--- config.mk ---
export PLATFORM = sky130hd
export DESIGN_NAME = base64_url_variant_decoder_unit
export DESIGN_NICKNAME = d
export VERILOG_FILES = /design/src/rtl/b64ud_pkg.sv /design/src/rtl/b64ud_core.sv /design/src/rtl/b64ud_outq.sv /design/src/rtl/base64_url_variant_decoder_unit.sv
export SDC_FILE = /design/constraint.sdc
export NUM_CORES = 1
export LEC_CHECK = 0
export BUFFER_PORTS_ARGS = -buffer_cell sky130_fd_sc_hd__clkbuf_2
export CAP_MARGIN = 20
export CORE_UTILIZATION = 55
export CTS_CLUSTER_SIZE = 30
export DETAILED_ROUTE_END_ITERATION = 10
export GPL_ROUTABILITY_DRIVEN = 0
export PLACE_DENSITY = 0.84
export SLEW_MARGIN = 25
export SYNTH_ARGS = -nofsm -noshare
export SYNTH_HDL_FRONTEND = slang
export SYNTH_SLANG_ARGS = --single-unit
--- constraint.sdc ---
create_clock -name clk_i -period 17.9 [get_ports clk_i]
set_clock_uncertainty 0.15 [all_clocks]
set_input_delay 0 -clock clk_i [delete_from_list [all_inputs] [get_ports clk_i]]
set_output_delay 0 -clock clk_i [all_outputs]
set_load 0.02 [all_outputs]
--- src/rtl/b64ud_pkg.sv ---
// ----------------------------------------------------------------------------
// b64ud_pkg
// Shared types, constants and the character classifier of the base64 decoder.
// ----------------------------------------------------------------------------
package b64ud_pkg;

  localparam int unsigned COUNT_BITS_DEF = 16;
  localparam int unsigned TOTAL_W        = 16;
  localparam logic [15:0] MAX_OUT_RESET  = 16'hFFFF;

  localparam logic [6:0] SX_SKIP = 7'd64;
  localparam logic [6:0] SX_PAD  = 7'd65;
  localparam logic [6:0] SX_BAD  = 7'd66;

  localparam logic [7:0] CH_UP_A  = 8'h41;
  localparam logic [7:0] CH_UP_Z  = 8'h5A;
  localparam logic [7:0] CH_LO_A  = 8'h61;
  localparam logic [7:0] CH_LO_Z  = 8'h7A;
  localparam logic [7:0] CH_ZERO  = 8'h30;
  localparam logic [7:0] CH_NINE  = 8'h39;
  localparam logic [7:0] CH_PLUS  = 8'h2B;
  localparam logic [7:0] CH_AT    = 8'h40;
  localparam logic [7:0] CH_SLASH = 8'h2F;
  localparam logic [7:0] CH_STAR  = 8'h2A;
  localparam logic [7:0] CH_LF    = 8'h0A;
  localparam logic [7:0] CH_EQ    = 8'h3D;

  typedef enum logic [1:0] {
    ST_OK       = 2'd0,
    ST_INVALID  = 2'd1,
    ST_OVERFLOW = 2'd2
  } status_e;

  // Everything one input item releases toward the output side.
  typedef struct packed {
    logic [2:0][7:0]      bytes;
    logic [1:0]           nb;
    logic [1:0]           nres;
    logic                 eom;
    status_e              status;
    logic [TOTAL_W-1:0]   total;
  } bundle_t;

  function automatic logic [6:0] classify(input logic [7:0] c);
    logic [7:0] d;
    d = 8'd0;
    if (c >= CH_UP_A && c <= CH_UP_Z) begin
      d = c - CH_UP_A;
    end else if (c >= CH_LO_A && c <= CH_LO_Z) begin
      d = c - CH_LO_A + 8'd26;
    end else if (c >= CH_ZERO && c <= CH_NINE) begin
      d = c - CH_ZERO + 8'd52;
    end else if (c == CH_PLUS || c == CH_AT) begin
      d = 8'd62;
    end else if (c == CH_SLASH || c == CH_STAR) begin
      d = 8'd63;
    end else if (c == CH_LF) begin
      d = {1'b0, SX_SKIP};
    end else if (c == CH_EQ) begin
      d = {1'b0, SX_PAD};
    end else begin
      d = {1'b0, SX_BAD};
    end
    return d[6:0];
  endfunction

endpackage

--- src/rtl/b64ud_core.sv ---
// ----------------------------------------------------------------------------
// b64ud_core
// Input register, message state and the single-pass decode of one item.
// ----------------------------------------------------------------------------
module b64ud_core #(
  parameter int unsigned COUNT_BITS = b64ud_pkg::COUNT_BITS_DEF
) (
  input  logic                clk_i,
  input  logic                rst_ni,
  input  logic                cfg_valid_i,
  input  logic [15:0]         cfg_data_i,
  input  logic                in_valid_i,
  output logic                in_ready_o,
  input  logic [7:0]          char_code_i,
  input  logic                end_of_message_i,
  input  logic                q_ready_i,
  output logic                push_o,
  output b64ud_pkg::bundle_t  bundle_o
);

  localparam int unsigned SUM_W = ((COUNT_BITS > 16) ? COUNT_BITS : 16) + 1;

  logic                  in_vld_q;
  logic [7:0]            char_q;
  logic                  eom_q;
  logic [15:0]           max_q;
  logic [23:0]           grp_q, grp_d, grp_n, grp_v;
  logic [1:0]            cnt_q, cnt_d, cnt_n;
  logic [COUNT_BITS-1:0] tot_q, tot_d, tot_n;
  logic                  pad_q, pad_d, pad_n;
  b64ud_pkg::status_e    err_q, err_d, err_n;
  logic [6:0]            sx;
  logic [23:0]           gs;
  logic                  full;
  logic [1:0]            need;
  logic [SUM_W-1:0]      sum;
  logic [SUM_W-1:0]      tot_ext;
  logic                  over;
  logic                  advance;

  assign advance    = in_vld_q && q_ready_i;
  assign in_ready_o = !in_vld_q || q_ready_i;

  always_comb begin
    sx    = b64ud_pkg::classify(char_q);
    gs    = {grp_q[17:0], sx[5:0]};
    grp_n = grp_q;
    cnt_n = cnt_q;
    pad_n = pad_q;
    err_n = err_q;
    tot_n = tot_q;
    full  = 1'b0;
    if (!pad_q && err_q == b64ud_pkg::ST_OK) begin
      if (sx == b64ud_pkg::SX_PAD) begin
        pad_n = 1'b1;
      end else if (sx == b64ud_pkg::SX_BAD) begin
        err_n = b64ud_pkg::ST_INVALID;
        grp_n = '0;
        cnt_n = '0;
      end else if (sx < b64ud_pkg::SX_SKIP) begin
        if (cnt_q == 2'd3) begin
          full  = 1'b1;
          grp_n = '0;
          cnt_n = '0;
        end else begin
          grp_n = gs;
          cnt_n = cnt_q + 2'd1;
        end
      end
    end
    grp_v = grp_n;
    need  = 2'd0;
    if (full) begin
      need = 2'd3;
    end else if (eom_q && err_n == b64ud_pkg::ST_OK) begin
      if (cnt_n == 2'd3) begin
        need = 2'd2;
      end else if (cnt_n == 2'd2) begin
        need = 2'd1;
      end
    end
    sum  = SUM_W'(tot_q) + SUM_W'(need);
    over = (need != 2'd0) &&
           ((sum > SUM_W'(max_q)) || ((sum >> COUNT_BITS) != '0));
    bundle_o.bytes = '0;
    bundle_o.nb    = 2'd0;
    if (need != 2'd0) begin
      if (over) begin
        err_n = b64ud_pkg::ST_OVERFLOW;
        grp_n = '0;
        cnt_n = '0;
      end else begin
        tot_n       = sum[COUNT_BITS-1:0];
        bundle_o.nb = need;
        case (need)
          2'd3: begin
            bundle_o.bytes[0] = gs[23:16];
            bundle_o.bytes[1] = gs[15:8];
            bundle_o.bytes[2] = gs[7:0];
          end
          2'd2: begin
            bundle_o.bytes[0] = grp_v[17:10];
            bundle_o.bytes[1] = grp_v[9:2];
          end
          default: begin
            bundle_o.bytes[0] = grp_v[11:4];
          end
        endcase
      end
    end
    tot_ext         = SUM_W'(tot_n);
    bundle_o.eom    = eom_q;
    bundle_o.status = err_n;
    bundle_o.total  = tot_ext[b64ud_pkg::TOTAL_W-1:0];
    bundle_o.nres   = (eom_q && bundle_o.nb == 2'd0) ? 2'd1 : bundle_o.nb;
  end

  assign push_o = advance && (bundle_o.nres != 2'd0);

  always_comb begin
    if (eom_q) begin
      grp_d = '0;
      cnt_d = '0;
      tot_d = '0;
      pad_d = 1'b0;
      err_d = b64ud_pkg::ST_OK;
    end else begin
      grp_d = grp_n;
      cnt_d = cnt_n;
      tot_d = tot_n;
      pad_d = pad_n;
      err_d = err_n;
    end
  end

  always_ff @(posedge clk_i or negedge rst_ni) begin
    if (!rst_ni) begin
      in_vld_q <= 1'b0;
      max_q    <= b64ud_pkg::MAX_OUT_RESET;
      grp_q    <= '0;
      cnt_q    <= '0;
      tot_q    <= '0;
      pad_q    <= 1'b0;
      err_q    <= b64ud_pkg::ST_OK;
    end else begin
      if (cfg_valid_i) begin
        max_q <= cfg_data_i;
      end
      if (in_ready_o) begin
        in_vld_q <= in_valid_i;
      end
      if (advance) begin
        grp_q <= grp_d;
        cnt_q <= cnt_d;
        tot_q <= tot_d;
        pad_q <= pad_d;
        err_q <= err_d;
      end
    end
  end

  always_ff @(posedge clk_i) begin
    if (in_valid_i && in_ready_o) begin
      char_q <= char_code_i;
      eom_q  <= end_of_message_i;
    end
  end

  assert property (@(posedge clk_i) disable iff (!rst_ni)
    push_o |-> (bundle_o.nb != 2'd0) || bundle_o.eom)
    else $error("A bundle without bytes was queued for an item that does not end a message.");

  assert property (@(posedge clk_i) disable iff (!rst_ni)
    (advance && eom_q) |=> (cnt_q == 2'd0) && !pad_q && (tot_q == '0))
    else $error("Message state was not cleared after the end of a message.");

  assert property (@(posedge clk_i) disable iff (!rst_ni)
    (err_q != b64ud_pkg::ST_OK) |-> (cnt_q == 2'd0))
    else $error("A sextet group is pending while an error is held.");

endmodule

--- src/rtl/b64ud_outq.sv ---
// ----------------------------------------------------------------------------
// b64ud_outq
// Two-entry queue of decoded bundles, one result per cycle while out_ready_i.
// ----------------------------------------------------------------------------
module b64ud_outq (
  input  logic                clk_i,
  input  logic                rst_ni,
  input  logic                push_i,
  input  b64ud_pkg::bundle_t  bundle_i,
  output logic                q_ready_o,
  output logic                out_valid_o,
  input  logic                out_ready_i,
  output logic [7:0]          data_byte_o,
  output logic                byte_valid_o,
  output logic                last_of_run_o,
  output logic                message_done_o,
  output logic [1:0]          status_o,
  output logic [15:0]         total_bytes_o
);

  b64ud_pkg::bundle_t q_q [2];
  b64ud_pkg::bundle_t head;
  logic               wr_q, rd_q;
  logic [1:0]         cnt_q;
  logic [1:0]         k_q;
  logic               pop;
  logic               take;

  assign q_ready_o   = (cnt_q != 2'd2);
  assign out_valid_o = (cnt_q != 2'd0);
  assign head        = q_q[rd_q];
  assign take        = out_valid_o && out_ready_i;
  assign pop         = take && last_of_run_o;

  always_comb begin
    byte_valid_o   = (k_q < head.nb);
    data_byte_o    = byte_valid_o ? head.bytes[k_q] : 8'd0;
    last_of_run_o  = (k_q == head.nres - 2'd1);
    message_done_o = head.eom && last_of_run_o;
    status_o       = message_done_o ? head.status : b64ud_pkg::ST_OK;
    total_bytes_o  = message_done_o ? head.total : 16'd0;
  end

  always_ff @(posedge clk_i or negedge rst_ni) begin
    if (!rst_ni) begin
      wr_q  <= 1'b0;
      rd_q  <= 1'b0;
      cnt_q <= 2'd0;
      k_q   <= 2'd0;
    end else begin
      if (push_i) begin
        wr_q <= !wr_q;
      end
      if (pop) begin
        rd_q <= !rd_q;
        k_q  <= 2'd0;
      end else if (take) begin
        k_q <= k_q + 2'd1;
      end
      if (push_i && !pop) begin
        cnt_q <= cnt_q + 2'd1;
      end else if (pop && !push_i) begin
        cnt_q <= cnt_q - 2'd1;
      end
    end
  end

  always_ff @(posedge clk_i) begin
    if (push_i) begin
      q_q[wr_q] <= bundle_i;
    end
  end

  assert property (@(posedge clk_i) disable iff (!rst_ni)
    out_valid_o |-> (head.nres != 2'd0) && (k_q < head.nres))
    else $error("The result index ran past the results of the queued item.");

  assert property (@(posedge clk_i) disable iff (!rst_ni)
    !message_done_o |-> (status_o == b64ud_pkg::ST_OK) && (total_bytes_o == 16'd0))
    else $error("Status or total shown on a result that does not end a message.");

  assert property (@(posedge clk_i) disable iff (!rst_ni)
    push_i |-> (cnt_q != 2'd2))
    else $error("A bundle was written into a full queue.");

endmodule

--- src/rtl/base64_url_variant_decoder_unit.sv ---
// ----------------------------------------------------------------------------
// base64_url_variant_decoder_unit
// Streaming base64 decoder with a variant alphabet, one character per item.
// ----------------------------------------------------------------------------
// The input channel takes one character and an end-of-message flag per item.
// The output channel gives zero to three result items per input item: decoded
// bytes, and on the last result of a message the status and the byte count.
// The configuration channel writes the output capacity in bytes and is always
// ready; the user must write it only while the block is idle (unchecked).
// An input item is registered, decoded in one pass against the message state
// and its results are queued in a two-entry queue; the first result is
// presented once the item has passed the input register and been written
// into the queue.
// One input item is accepted every cycle while the output side keeps up. An
// item with three results holds the output until all three are taken, so the
// sustained rate is set by the single output port of the result queue.
// When the receiver stalls, the queue fills and then the input register
// holds, and the input channel drops ready until results are taken.
// Reset clears the message state and the queue and sets the capacity to
// 65535 bytes.
// ----------------------------------------------------------------------------
module base64_url_variant_decoder_unit #(
  parameter int unsigned COUNT_BITS = b64ud_pkg::COUNT_BITS_DEF
) (
  input  logic        clk_i,
  input  logic        rst_ni,
  input  logic        cfg_valid_i,
  output logic        cfg_ready_o,
  input  logic [15:0] cfg_data_i,
  input  logic        in_valid_i,
  output logic        in_ready_o,
  input  logic [7:0]  char_code_i,
  input  logic        end_of_message_i,
  output logic        out_valid_o,
  input  logic        out_ready_i,
  output logic [7:0]  data_byte_o,
  output logic        byte_valid_o,
  output logic        last_of_run_o,
  output logic        message_done_o,
  output logic [1:0]  status_o,
  output logic [15:0] total_bytes_o
);

  b64ud_pkg::bundle_t bundle;
  logic               push;
  logic               q_ready;

  assign cfg_ready_o = 1'b1;

  b64ud_core #(
    .COUNT_BITS(COUNT_BITS)
  ) u_core (
    .clk_i,
    .rst_ni,
    .cfg_valid_i,
    .cfg_data_i,
    .in_valid_i,
    .in_ready_o,
    .char_code_i,
    .end_of_message_i,
    .q_ready_i (q_ready),
    .push_o    (push),
    .bundle_o  (bundle)
  );

  b64ud_outq u_outq (
    .clk_i,
    .rst_ni,
    .push_i    (push),
    .bundle_i  (bundle),
    .q_ready_o (q_ready),
    .out_valid_o,
    .out_ready_i,
    .data_byte_o,
    .byte_valid_o,
    .last_of_run_o,
    .message_done_o,
    .status_o,
    .total_bytes_o
  );

endmodule
==> key figures, run 1 <==
Global routing
  • Initial antenna violation count: 0
  • Overflow after GRT: 0
  • GRT Total Usage: 0.263
  • First-pass GRT wire length: about 33,000 um
  • Vias in the first global route: ~6,500
  • Largest net degree at the start of global routing: between 60 and 70

Timing
  • # setup viols final: 0
  • Period utilization: 0.481
  • Tmin final: 8610 ps
  • Fmax: 116 MHz
  • Final max-slew violation count: 0
  • Final hold slack: about 84 ps
  • Final hold vios: 0
  • RSZ-0062 raised after global routing: false
  • Relative slew margins: 0.314
  • Setup TNS: 0 ps
  • Worst-Margin Slew: between 1000 and 1500 ps

Clock network
  • Worst-path clk slew: ~70 ps
  • Setup Buffers After CTS: 0
  • CTS root buf: clkbuf_16
  • Clock buffer count from CTS: 17
  • Longest Clk Path Bufs: 2
  • CTS H-Tree Depth: 4
  • CTS tree: built
  • Skew-Pair Late Insertion Delay: approximately 440 ps
  • CTS Sinks: ~170

Critical path
  • Critical R2R Capture: u_outq.q_q[1][9]
  • Critical Path RT: approximately 18,000 ps
  • RR Startpoint: u_core.char_q[1]
  • Worst setup path class: flop to flop
  • CP Launch Type: flop
  • CP bufs+invs: 3
  • WP data arrival: about 8600 ps
  • Top cell family by delay on the critical path: simple AND/OR/NAND/NOR gates
  • Worst setup path start: u_core.char_q[1]
  • Largest stage delay on the critical path: 690 ps
  • Critical Path Sink Type: flop
  • Critical Path Most Common Cell: ha_1
  • Worst R2R Path Depth: 26
  • Worst Path Max Fanout: 29
  • Reg2Reg Setup Slack: 9290 ps
  • Crit-path slowest cell: or4b_4

Synth
  • Net count after synthesis: slightly below 900
  • Dominant synthesized flop cell: edfxtp_1
  • Synth warn: 0
  • Sequential element share of the synthesized area: 0.519
  • Netlist cell types: 78
  • Synth area leaders: edfxtp_1 (34%), dfrtp_1 (13%), dfstp_2 (4.7%)
  • Area leader, netlist: edfxtp_1
  • Number of synthesized flops with an enable pin: slightly above 100
  • Flop and latch count out of synthesis: around 170
  • Async S/R FF share, synth: 0.376
  • Syn_area_per_cell: approximately 11 um^2
  • Top cell type's share of synthesized area: 0.344
  • Post-synthesis cell count: 805
  • Synthesized cell area: ~0.009 mm^2

Drt
  • WL met2: around 10000 um
  • Highest metal used: met4
  • Post-DRT Antenna Nets: 0
  • Via count: approximately 6,900
  • First-pass iteration count of the detailed router: 5
  • Vias per cell: about 6.1
  • DRT Wirelength: 21,100 um
  • DR WL/cell: around 19 um
  • Met3 routed WL: around 1500 um
  • DRT iter0 DRCs: ~800
  • DRC: 0
  • Routed metal-1 wirelength: around 9000 um

Placement
  • Number of buffers added on ports: 60
  • Final HPWL DP: between 10,000 and 15,000 um

Job
  • MaxCap Viol Count: 0

Min path
  • Hold WC Path Type: input pin to flop
  • Min-Delay Endpoint: u_core.max_q[0]
  • WHS Path Cells: 2
  • Min-delay src: cfg_valid_i

Floorplanning
  • FP Rows: 46
  • Die width: roughly 130 um
  • Die area: 0.0168 mm^2
  • Core area: 0.0159 mm^2
  • Starting Density: 0.565
  • I/O pins: 62
  • Die height: approximately 130 um

Power and ir drop
  • Worst vdd ir: about 0.09 mV
  • Pwr Density: ~120 mW/mm^2
  • Total power: 1.25 mW
  • Leakage power: about 4.1 nW

Outcome
  • Status: finished clean

Finish
  • Area delta synth->final: 17.7%
  • Layout cells sized above 1: 0.164
  • Filler instances: around 1,100
  • Antenna cells: 0
  • Most frequent cells in the layout: edfxtp_1 (103), nor2_1 (74), clkbuf_2 (60), dlygate4sd3_1 (58), nand2_1 (46)
  • Commonest non-fill, non-tap cell in the layout: edfxtp_1
  • Layout Nets: 960
area by class of cell:
| class | count | area [um^2] | area share |
|---|---|---|---|
| flip-flops and latches | 165 | 4670 | 0.442 |
| inverters | 45 | 169 | 0.0160 |
| repair buffers | 125 | 946 | 0.0895 |
| clock buffers | 17 | 425 | 0.0402 |
| well taps | 216 | 270 | 0.0256 |
| clock inverters | 15 | 164 | 0.0155 |
| multi-input cells | 545 | 3930 | 0.372 |
repair_timing:
item	CTS	global route
resized for setup	0	0
setup endpoints to repair	0	0
hold endpoints to repair	84	0
hold buffers	58	0
cell families (layout without fill, tap and decap cells):
family                     after synthesis  in the layout  synth area share
and+or+nand+nor                        245            245             0.136
DFF                                    165            165             0.519
xor gates and xnor gates                38             38            0.0371
muxes                                   46             46            0.0639
adders and majority gates               31             31            0.0440
other                                    1              1          0.000417
AOI/OAI and AO/OA                      184            184             0.155
buffers and inverters                   95            202            0.0443
worst register-to-register path: cells and delay by family (launching register included):
| family | cells | cell delay, ps |
|---|---|---|
| AO/OA/AOI/OAI | 8 | 1780 |
| XOR/XNOR | 1 | 100 |
| adder cells (fa/ha/maj) | 3 | 920 |
| buffers and inverters | 3 | 680 |
| flip-flops | 1 | 520 |
| AND/OR/NAND/NOR | 11 | 4160 |
registers in the layout, summed over array words and instances, names as in the netlist:
| register | flops |
|---|---|
| u_outq.q_q | 94 |
| u_core.grp_q | 18 |
| u_core.max_q | 16 |
| u_core.tot_q | 16 |
| u_core.char_q | 8 |
| u_core.cnt_q | 2 |
| u_core.err_q | 2 |
| u_outq.cnt_q | 2 |
| u_outq.k_q | 2 |
| u_core.eom_q | 1 |
| u_core.in_vld_q | 1 |
| u_core.pad_q | 1 |
| u_outq.rd_q | 1 |
| u_outq.wr_q | 1 |
power breakdown:
part	internal, mW	leakage, nW	switching, mW	total [mW]
combinational	0.143	2.08	0.223	0.366
sequential	0.465	1.77	0.0535	0.519
clock	0.198	0.290	0.169	0.366
stage by stage:
stage | std cells | instance area [um^2] | util | setup WS, ps
CTS | 1128 | 10600 | 0.665 | 9460
global route | 1128 | 10600 | 0.665 | 8670
finish | 1128 | 10600 | 0.665 | 9290
detailed placement | 1038 | 9400 | 0.592 | 9610
floorplan | 805 | 8980 | - | 9280
global placement | 1037 | 9380 | 0.590 | 9760
cells in the mapped netlist, types with 5 or more instances:
cell	number
nand4_1	13
mux2i_1	27
ha_1	30
nand3_1	31
nor2_1	74
o221ai_1	7
clkbuf_1	27
a22oi_1	16
edfxtp_1	103
o21a_1	7
o21ai_0	32
buf_2	12
mux4_2	8
xor2_1	5
inv_1	43
xnor2_1	33
buf_1	6
nand2b_1	7
o211ai_1	7
a221oi_1	5
o22ai_1	5
dfstp_2	16
a22o_1	17
a311o_1	11
o21ai_1	5
nor2b_1	11
mux2_2	11
a21o_1	11
a211oi_1	5
nand2_1	46
dfrtp_1	46
a21oi_1	15
nor4_1	5
nor3_1	21
and2_1	8
or3_1	7
and3_1	7
how the worst max path moves through the flow:
stage               slack [ps]  cells past startpoint                 to
floorplan                 9280                     26   u_outq.q_q[0][0]
global placement          9760                     25  u_outq.q_q[1][10]
detailed placement        9610                     26  u_outq.q_q[1][11]
CTS                       9460                     26   u_outq.q_q[1][9]
global route              8670                     26   u_outq.q_q[1][9]
finish                    9290                     26   u_outq.q_q[1][9]
routing by layer:
layer,track usage,vias up
li1,-,3193
met1,0.361,3317
met2,0.417,350
met3,0.0521,51
met4,0.0971,0
met5,0,-
No activity file was read; power rests on OpenSTA's default activity.
==> run 2, diff against run 1 <==
Clock period 17.9 ns to 8.6 ns, I/O delays scaled along.
==> key figures, run 2 (synthesized netlist as in run 1, its figures left out) <==
Finish
  • Largest register by flop count: u_outq.q_q
  • Layout Nets: between 900 and 1,000
  • Area delta synth->final: 18.4%
  • Layout cells sized above 1: 0.169
  • Most frequent cells in the layout: edfxtp_1 (103), nor2_1 (74), clkbuf_2 (60), dlygate4sd3_1 (58), nand2_1 (46)
  • Max FFs per register: 94
  • Largest regs: u_outq.q_q x94, u_core.grp_q x18
  • Commonest non-fill, non-tap cell in the layout: edfxtp_1
  • Antenna cells: 0

Critical path
  • CP cell instances: inv_1 > ha_1 > a21o_1 > a311o_2 > nand3b_1 > o21a_1 > nor4_4 > o21ai_1 > nand2_1 > inv_1 > fa_1 > and3b_1 > nand3_1 > nor3_1 > nand3_1 > xnor2_1 > ha_1 > a21o_1 > or3_1 > o21ai_1 > buf_4 > nand2_1 > a2111oi_1
  • Worst Path Max Fanout: 22
  • Worst setup path class: flop to flop
  • Critical Path Sink Type: flop
  • Largest stage delay on the critical path: approximately 600 ps
  • WP data arrival: between 7000 and 8000 ps
  • CP Launch Type: flop
  • CP bufs+invs: 3
  • Top cell family by delay on the critical path: simple AND/OR/NAND/NOR gates
  • Crit-path slowest cell: a2111oi_1
  • Critical Path RT: roughly 8600 ps

Timing
  • Setup TNS: 0 ps
  • Worst-Margin Slew: around 1100 ps
  • Period utilization: 0.927
  • Tmin final: between 7000 and 8000 ps
  • Relative slew margins: 0.261
  • Final hold vios: 0
  • RSZ-0062 raised after global routing: false
  • Fmax: 125 MHz
  • Final max-slew violation count: 0
  • # setup viols final: 0

Floorplanning
  • Starting Density: 0.565
  • Die width: 130 um
  • Die area: ~0.017 mm^2
  • Die height: roughly 130 um
  • I/O pins: 62
  • FP Rows: 46
  • Core area: approximately 0.016 mm^2

Global routing
  • Vias in the first global route: 6,654
  • GRT Total Usage: 0.272
  • Initial antenna violation count: 0
  • Largest net degree at the start of global routing: 63
  • First-pass GRT wire length: approximately 34,000 um
  • Overflow after GRT: 0

Power and ir drop
  • P_sw: 0.895 mW
  • Leakage power: 4.16 nW
  • Sequential share of power: 0.394
  • Net Sw Frac: 0.338
  • Pwr Density: between 200 and 250 mW/mm^2
  • Internal power: approximately 1.8 mW
  • Worst vdd ir: roughly 0.20 mV
  • Comb power frac: 0.305
  • Total power: between 2 and 3 mW
  • Clk pwr share: 0.301

Clock network
  • CTS H-Tree Depth: 4
  • CTS Sinks: roughly 170
  • Worst-path clk slew: approximately 60 ps
  • Longest Clk Path Bufs: 2
  • Skew-Pair Late Insertion Delay: between 400 and 500 ps
  • CTS tree: built
  • CTS root buf: clkbuf_16
  • Clock buffer count from CTS: 17
  • Setup Buffers After CTS: 0

Drt
  • Post-DRT Antenna Nets: 0
  • Via count: between 6,000 and 7,000
  • DRC: 0
  • DRT Wirelength: between 20,000 and 25,000 um
  • Vias per cell: approximately 6
  • DR WL/cell: about 19 um
  • First-pass iteration count of the detailed router: 9
  • DRT iter0 DRCs: 991

Job
  • MaxCap Viol Count: 0

Placement
  • Number of buffers added on ports: 60
  • Final HPWL DP: ~14,000 um

Min path
  • Hold WC Path Type: input pin to flop

Outcome
  • Status: finished clean
==> run 2: cell types whose count changed in the layout (fill, tap and decap cells not counted), sizes merged <==
| cell | before | now |
|---|---|---|
| clkinv | 8 | 4 |
| inv | 51 | 47 |
| clkbuf | 77 | 82 |
| nor2b | 11 | 12 |
| bufinv | 1 | 3 |
| clkinvlp | 0 | 1 |
==> run 2: power groups by stage <==
| stage | registers (mW) | clock network, mW | logic, mW |
|---|---|---|---|
| after floorplan | 1.02 | 0 | 0.600 |
| after global placement | 1.05 | 0 | 0.760 |
| after detailed placement | 1.05 | 0 | 0.771 |
| after CTS | 1.04 | 0.798 | 0.802 |
| after global routing | 1.05 | 0.838 | 0.879 |
| final | 1.04 | 0.796 | 0.808 |
==> run 2: metal layers <==
layer  global-route usage  vias to the layer above  wire length [um]  share of wire
met5                    0                        -                 0              0
met4               0.0834                        0               409          0.019
met3               0.0603                       48              1730          0.081
met2                0.439                      367             10200           0.48
met1                0.369                     3315              9040           0.42
li1                     -                     3207                 -              -
==> run 2: final cells by class <==
| type | count | area [um^2] |
|---|---|---|
| multi-input cells | 546 | 3960 |
| inverters | 45 | 169 |
| clock inverters | 10 | 143 |
| well taps | 216 | 270 |
| repair buffers | 125 | 958 |
| flip-flops and latches | 165 | 4670 |
| clock buffers | 22 | 474 |
| fillers | 1136 | 5250 |
==> run 2: through the flow <==
| stage | cells | worst slack [ps] | area [um^2] | utilization | hold slack [ps] |
|---|---|---|---|---|---|
| final | 1129 | 628 | 10600 | 0.670 | 68.2 |
| after global routing | 1129 | 25.0 | 10600 | 0.670 | 125 |
| after CTS | 1128 | 448 | 10600 | 0.668 | 47.4 |
| after detailed placement | 1038 | 526 | 9410 | 0.592 | 28.6 |
| after global placement | 1038 | 788 | 9410 | 0.592 | 26.8 |
| after floorplan | 805 | 861 | 8980 | - | -446 |
==> run 2: worst paths after layout <==
check	from	endpoint	slack, ps	depth (start not counted)
setup / recovery	u_core.char_q[2]	u_outq.q_q[1][27]	630	23
hold reg to reg	u_core.grp_q[15]	u_core.grp_q[15]	360	1
max in group asynchronous	rst_ni	u_outq.rd_q	7560	3
min in group asynchronous	rst_ni	u_core.tot_q[11]	130	3
hold / removal	cfg_valid_i	u_core.max_q[0]	70	2
setup reg to reg	u_core.char_q[2]	u_outq.q_q[1][27]	630	23
==> run 2: worst reg2reg max path, stage by stage, from the launching register on <==
cell       delay (ps)
edfxtp_1          530
inv_1             160
ha_1              290
a21o_1            200
a311o_2           480
nand3b_1          210
o21a_1            340
nor4_4            460
o21ai_1           170
nand2_1           180
inv_1             100
fa_1              450
and3b_1           310
nand3_1           230
nor3_1            570
nand3_1           240
xnor2_1           180
ha_1              320
a21o_1            220
or3_1             370
o21ai_1           180
buf_4             290
nand2_1           460
a2111oi_1         610
==> run 2: what timing repair did <==
item / 4_1_cts / 5_1_grt
endpoints found under the hold margin: 84 / 0
hold buffers: 58 / 0
endpoints found under the setup margin: 0 / 79
resized for setup: 0 / 5
